### config.mk
export PLATFORM = sky130hd
export DESIGN_NAME = ltt_ctrl
export DESIGN_NICKNAME = d
export VERILOG_FILES = /design/src/rtl/ltt_pkg.sv /design/src/rtl/ltt_ctrl.sv
export SDC_FILE = /design/constraint.sdc
export NUM_CORES = 1
export LEC_CHECK = 0
export BUFFER_PORTS_ARGS = -buffer_cell sky130_fd_sc_hd__buf_2
export CAP_MARGIN = 10
export CORE_AREA = 5 5 42 44
export CTS_BUF_LIST = sky130_fd_sc_hd__clkbuf_4 sky130_fd_sc_hd__clkbuf_8
export CTS_CLUSTER_SIZE = 10
export DETAILED_ROUTE_END_ITERATION = 6
export DIE_AREA = 0 0 47 49
export PLACE_DENSITY = 0.45
export SYNTH_ARGS = -nofsm -noshare
export SYNTH_HDL_FRONTEND = slang
export SYNTH_SLANG_ARGS = --single-unit
### constraint.sdc
create_clock -name clock -period 3.35 [get_ports clock]
set_clock_uncertainty 0.05 [all_clocks]
set_input_delay 0.67 -clock clock [delete_from_list [all_inputs] [get_ports clock]]
set_output_delay 0.67 -clock clock [all_outputs]
set_load 0.01 [all_outputs]
### src/rtl/ltt_pkg.sv
`timescale 1ns / 1ps
// ----------------------------------------------------------------------------
// ltt_pkg: shared definitions of the lockless transposition table
// Table geometry, word layouts, operation codes and the command and status
// structs that run between the controller and the datapath.
// ----------------------------------------------------------------------------
package ltt_pkg;

   // Table geometry. The slot index is the low bits of the hash.
   localparam int TT_INDEX_W = 16;
   localparam int TT_ENTRIES = 1 << TT_INDEX_W;

   // Field widths.
   localparam int TT_HASH_W  = 64;
   localparam int TT_DEPTH_W = 8;
   localparam int TT_SCORE_W = 16;
   localparam int TT_BOUND_W = 2;
   localparam int TT_MOVE_W  = 16;
   localparam int TT_WIN_W   = 18;
   localparam int TT_MODE_W  = 2;

   // Data word: depth, score, bound kind, move from the lowest bit up.
   localparam int TT_DATA_W = TT_DEPTH_W + TT_SCORE_W + TT_BOUND_W + TT_MOVE_W;
   localparam int TT_PAD_W  = TT_HASH_W - TT_DATA_W;

   // Stream word widths.
   localparam int TT_REQ_DATA_W = 144;
   localparam int TT_RSP_DATA_W = 64;

   // Operation codes carried in the request tuser.
   localparam logic [TT_MODE_W-1:0] MODE_PROBE = 2'd0;
   localparam logic [TT_MODE_W-1:0] MODE_STORE = 2'd1;
   localparam logic [TT_MODE_W-1:0] MODE_CLEAR = 2'd2;

   // Bound kinds.
   localparam logic [TT_BOUND_W-1:0] BOUND_EXACT = 2'd0;
   localparam logic [TT_BOUND_W-1:0] BOUND_UPPER = 2'd1;
   localparam logic [TT_BOUND_W-1:0] BOUND_LOWER = 2'd2;

   typedef struct packed {
      logic accept;     // request word taken this cycle
      logic store_wr;   // write the packed entry at the request slot
      logic sweep_wr;   // write zeros at the sweep address
      logic sweep_data; // the sweep also zeroes the data words
      logic load;       // load the response register
   } ltt_cmd_type;

   typedef struct packed {
      logic sweep_last; // sweep address is at the final entry
   } ltt_status_type;

endpackage

### src/rtl/ltt_ctrl.sv
`timescale 1ns / 1ps
// ----------------------------------------------------------------------------
// ltt_ctrl: sequencer of the lockless transposition table
// Runs the reset sweep, takes one request at a time, steps clear sweeps and
// owns the response valid flag.
// ----------------------------------------------------------------------------
module ltt_ctrl
   import ltt_pkg::*;
(
   input  logic                 clock,
   input  logic                 reset,
   input  logic                 req_tvalid,
   input  logic [TT_MODE_W-1:0] req_mode,
   output logic                 req_tready,
   output logic                 rsp_tvalid,
   input  logic                 rsp_tready,
   input  ltt_status_type       status,
   output ltt_cmd_type          cmd
);

   localparam logic [1:0] ST_INIT  = 2'd0;
   localparam logic [1:0] ST_IDLE  = 2'd1;
   localparam logic [1:0] ST_EVAL  = 2'd2;
   localparam logic [1:0] ST_CLEAR = 2'd3;

   logic [1:0] state_ff, state_in;
   logic       rsp_valid_ff, rsp_valid_in;

   always_comb begin
      state_in   = state_ff;
      cmd        = '0;
      req_tready = 1'b0;
      unique case (state_ff)
         ST_INIT: begin
            cmd.sweep_wr   = 1'b1;
            cmd.sweep_data = 1'b1;
            if (status.sweep_last) begin
               state_in = ST_IDLE;
            end
         end
         ST_IDLE: begin
            req_tready = 1'b1;
            if (req_tvalid) begin
               cmd.accept = 1'b1;
               unique case (req_mode)
                  MODE_STORE: begin
                     cmd.store_wr = 1'b1;
                     state_in     = ST_EVAL;
                  end
                  MODE_CLEAR: begin
                     state_in = ST_CLEAR;
                  end
                  default: begin
                     state_in = ST_EVAL;
                  end
               endcase
            end
         end
         ST_CLEAR: begin
            cmd.sweep_wr = 1'b1;
            if (status.sweep_last) begin
               state_in = ST_EVAL;
            end
         end
         ST_EVAL: begin
            // The response register must be empty or emptying this cycle.
            if (!rsp_valid_ff || rsp_tready) begin
               cmd.load = 1'b1;
               state_in = ST_IDLE;
            end
         end
         default: begin
            state_in = ST_INIT;
         end
      endcase
   end

   always_comb begin
      if (cmd.load) begin
         rsp_valid_in = 1'b1;
      end else if (rsp_tready) begin
         rsp_valid_in = 1'b0;
      end else begin
         rsp_valid_in = rsp_valid_ff;
      end
   end

   always_ff @(posedge clock) begin
      if (reset) begin
         state_ff     <= ST_INIT;
         rsp_valid_ff <= 1'b0;
      end else begin
         state_ff     <= state_in;
         rsp_valid_ff <= rsp_valid_in;
      end
   end

   assign rsp_tvalid = rsp_valid_ff;

endmodule

==> impl_metrics.env <==
export IMPL_status="completed"
export IMPL_hold_slack_ns=0.500
export IMPL_clkPwrFrac=0.233
export IMPL_power_switching_mw=0.122
export IMPL_wl_per_cell_microns=9.13
export IMPL_maxSlewViolCount=0
export IMPL_grt_max_degree=6
export IMPL_synth_ff_latch_count=3
export IMPL_routabilityCongestion=0.604
export IMPL_post_route_drc_count=0
export IMPL_numCtsBuffers=3
export IMPL_fp_row_count=14
export IMPL_max_cap_violations=0
export IMPL_min_from="state_ff[1]"
export IMPL_fmax_ghz=0.483
export IMPL_pwr_share_comb=0.558
export IMPL_grt_remaining_overflow=0
export IMPL_setup_violations=0
export IMPL_drt_pre_antenna_iters=4
export IMPL_fp_dieW_microns=47
export IMPL_final_hold_violation_count=0
export IMPL_cts_resized=0
export IMPL_p_seq_frac=0.209
export IMPL_ff2ff_setup_slack_ns=2.08
export IMPL_io_pins=14
export IMPL_totalPowerFinal_mw=0.306
export IMPL_clockRootBuffer="clkbuf_4"
export IMPL_ctsHoldBuffers=0
export IMPL_seq_area_frac_synth=0.224
export IMPL_n_antenna_cell=0
export IMPL_yosys_warnings=0
export IMPL_synth_avg_cell_area_sq_um=9.56
export IMPL_cts_num_sinks=3
export IMPL_cts_tree="done"
export IMPL_totalNegativeSetupSlack_ns=0
export IMPL_r2r_end="state_ff[0]"
export IMPL_critPathKind="register to output pin"
export IMPL_grt_pass1_vias=246
export IMPL_critPathArrivalTime_ns=1.35
export IMPL_viasPerCell=4.13
export IMPL_period_needed_ns=2.07
export IMPL_cp_max_fo=5
export IMPL_path_clk_slew_ns=0.04
export IMPL_rr_startpoint="state_ff[0]"
export IMPL_startpoint_type="register"
export IMPL_worst_pin_slew_ns=0.172
export IMPL_maxSlewHeadroom=0.885
export IMPL_num_vias=248
export IMPL_die_area_sq_um=2300
export IMPL_rsz0062_at_grt="no"
export IMPL_ant_nets=0
export IMPL_hold_path_class="register to register"
export IMPL_yosysUniqueCellTypes=16
export IMPL_p_leak_nw=0.211
export IMPL_power_density_nw_per_um2=815
export IMPL_layout_nets=56
export IMPL_cts_htree_levels=1
export IMPL_p_int_mw=0.184
export IMPL_cp_end_kind="output pin"
export IMPL_drt_initial_drc_count=4
export IMPL_hold_path_end="state_ff[1]"
export IMPL_coreArea_sq_um=1400
export IMPL_antenna_found_initial=0
export IMPL_grt_pass1_wl_microns=986
export IMPL_track_usage=0.0626
export IMPL_fin_crit_sh=0.618
export IMPL_cp_data_required_time_ns=2.63
export IMPL_drive_above_1_share=0.500
export IMPL_clock_latency_ns=0.23
export IMPL_post_cts_setup_buffers=0
export IMPL_syn_nets=39
export IMPL_holdPathStages=1
export IMPL_ir_drop_mv=0.272
export IMPL_portBuffers=13
export IMPL_clockBufferDepth=2
export IMPL_syn_area_sq_um=268
export IMPL_wl_microns=548
export IMPL_syn_inst=28
export IMPL_die_h_microns=49
export IMPL_reg2reg_depth=5
export IMPL_switching_share=0.398
export IMPL_areaGrowthSynthToFinish_pct=40.2
export IMPL_initial_core_util=0.191
export IMPL_dp_hpwl_microns=457
[flip-flops by register name, summed over array words and instances, names as in the netlist]
name / flops
state_ff: 2
rsp_tvalid: 1
[final cells by class]
cell class | instances | area (sq um)
Fill cell | 163 | 1030
Multi-Input combinational cell | 20 | 185
Timing Repair Buffer | 13 | 65.1
Sequential cell | 3 | 60.1
Clock buffer | 4 | 30.0
Tap cell | 16 | 20.0
Inverter | 4 | 15.0
[worst max path at each step]
stage | from | end | slack, ns | cells after the start
after detailed placement | req_tvalid | cmd[3] | 1.43 | 4
after global placement | req_tvalid | cmd[3] | 1.45 | 4
after floorplan | state_ff[1] | cmd[3] | 1.45 | 4
after CTS | state_ff[1] | cmd[3] | 1.24 | 5
final | state_ff[1] | cmd[3] | 1.28 | 5
after global routing | state_ff[1] | cmd[3] | 1.10 | 5
[cell families (layout without fill, tap and decap cells)]
kind of cell             after synthesis  in the layout  synth area share
buffers and inverters                  5             21            0.0841
AND/OR/NAND/NOR                       10             10             0.290
adder cells (fa/ha/maj)                4              4             0.187
flip-flops                             3              3             0.224
AO/OA/AOI/OAI                          6              6             0.215
[Yosys cell counts (all sizes together)]
library cell / count / area [sq um]
a211oi: 1 / 12.5
o21a: 1 / 7.51
nor2b: 2 / 15.0
and2: 1 / 6.26
nor2: 3 / 11.3
nor3b: 1 / 7.51
dfxtp: 3 / 60.1
o21bai: 1 / 18.8
and3: 1 / 11.3
nand3b: 1 / 20.0
nand2b: 1 / 6.26
a31oi: 3 / 18.8
inv: 4 / 15.0
buf: 1 / 7.51
ha: 4 / 50.1
[worst max-delay path: stages (launching register included)]
cell and delay, ns:
dfxtp_1 0.33, inv_1 0.09, ha_1 0.23, and2_1 0.15, nor3b_1 0.16, buf_2 0.16
[layout by cell type, fill, tap and decap left out, drive strengths merged]
cell	synthesis	routed
buf	1	13
inv	4	4
ha	4	4
clkbuf	0	4
nor2	3	3
a31oi	3	3
dfxtp	3	3
nor2b	2	2
and2	1	1
nor3b	1	1
nand3b	1	1
o21bai	1	1
nand2b	1	1
and3	1	1
o21a	1	1
a211oi	1	1
[layer usage]
layer	GRT usage	up-vias	share of wire
met1	0.0768	109	0.46
met4	0.0415	0	0
li1	-	125	-
met2	0.0724	14	0.39
met5	0	-	0
met3	0.0480	0	0.15
[power groups by stage]
| stage | Sequential [mW] | Clock [mW] | Combinational, mW |
|---|---|---|---|
| after CTS | 0.0646 | 0.0756 | 0.175 |
| after global routing | 0.0679 | 0.0784 | 0.193 |
| after floorplan | 0.0628 | 0 | 0.130 |
| after global placement | 0.0650 | 0 | 0.176 |
| final | 0.0639 | 0.0714 | 0.171 |
| after detailed placement | 0.0656 | 0 | 0.173 |
[metrics by stage]
step / area, sq um / setup WS [ns] / std cells / utilization
6_report: 375 / 1.28 / 60 / 0.268
3_3_place_gp: 345 / 1.45 / 56 / 0.246
2_1_floorplan: 268 / 1.45 / 28 / -
5_1_grt: 375 / 1.10 / 60 / 0.268
3_5_place_dp: 345 / 1.43 / 56 / 0.246
4_1_cts: 375 / 1.24 / 60 / 0.268
Power figures use the tool's default switching activity.
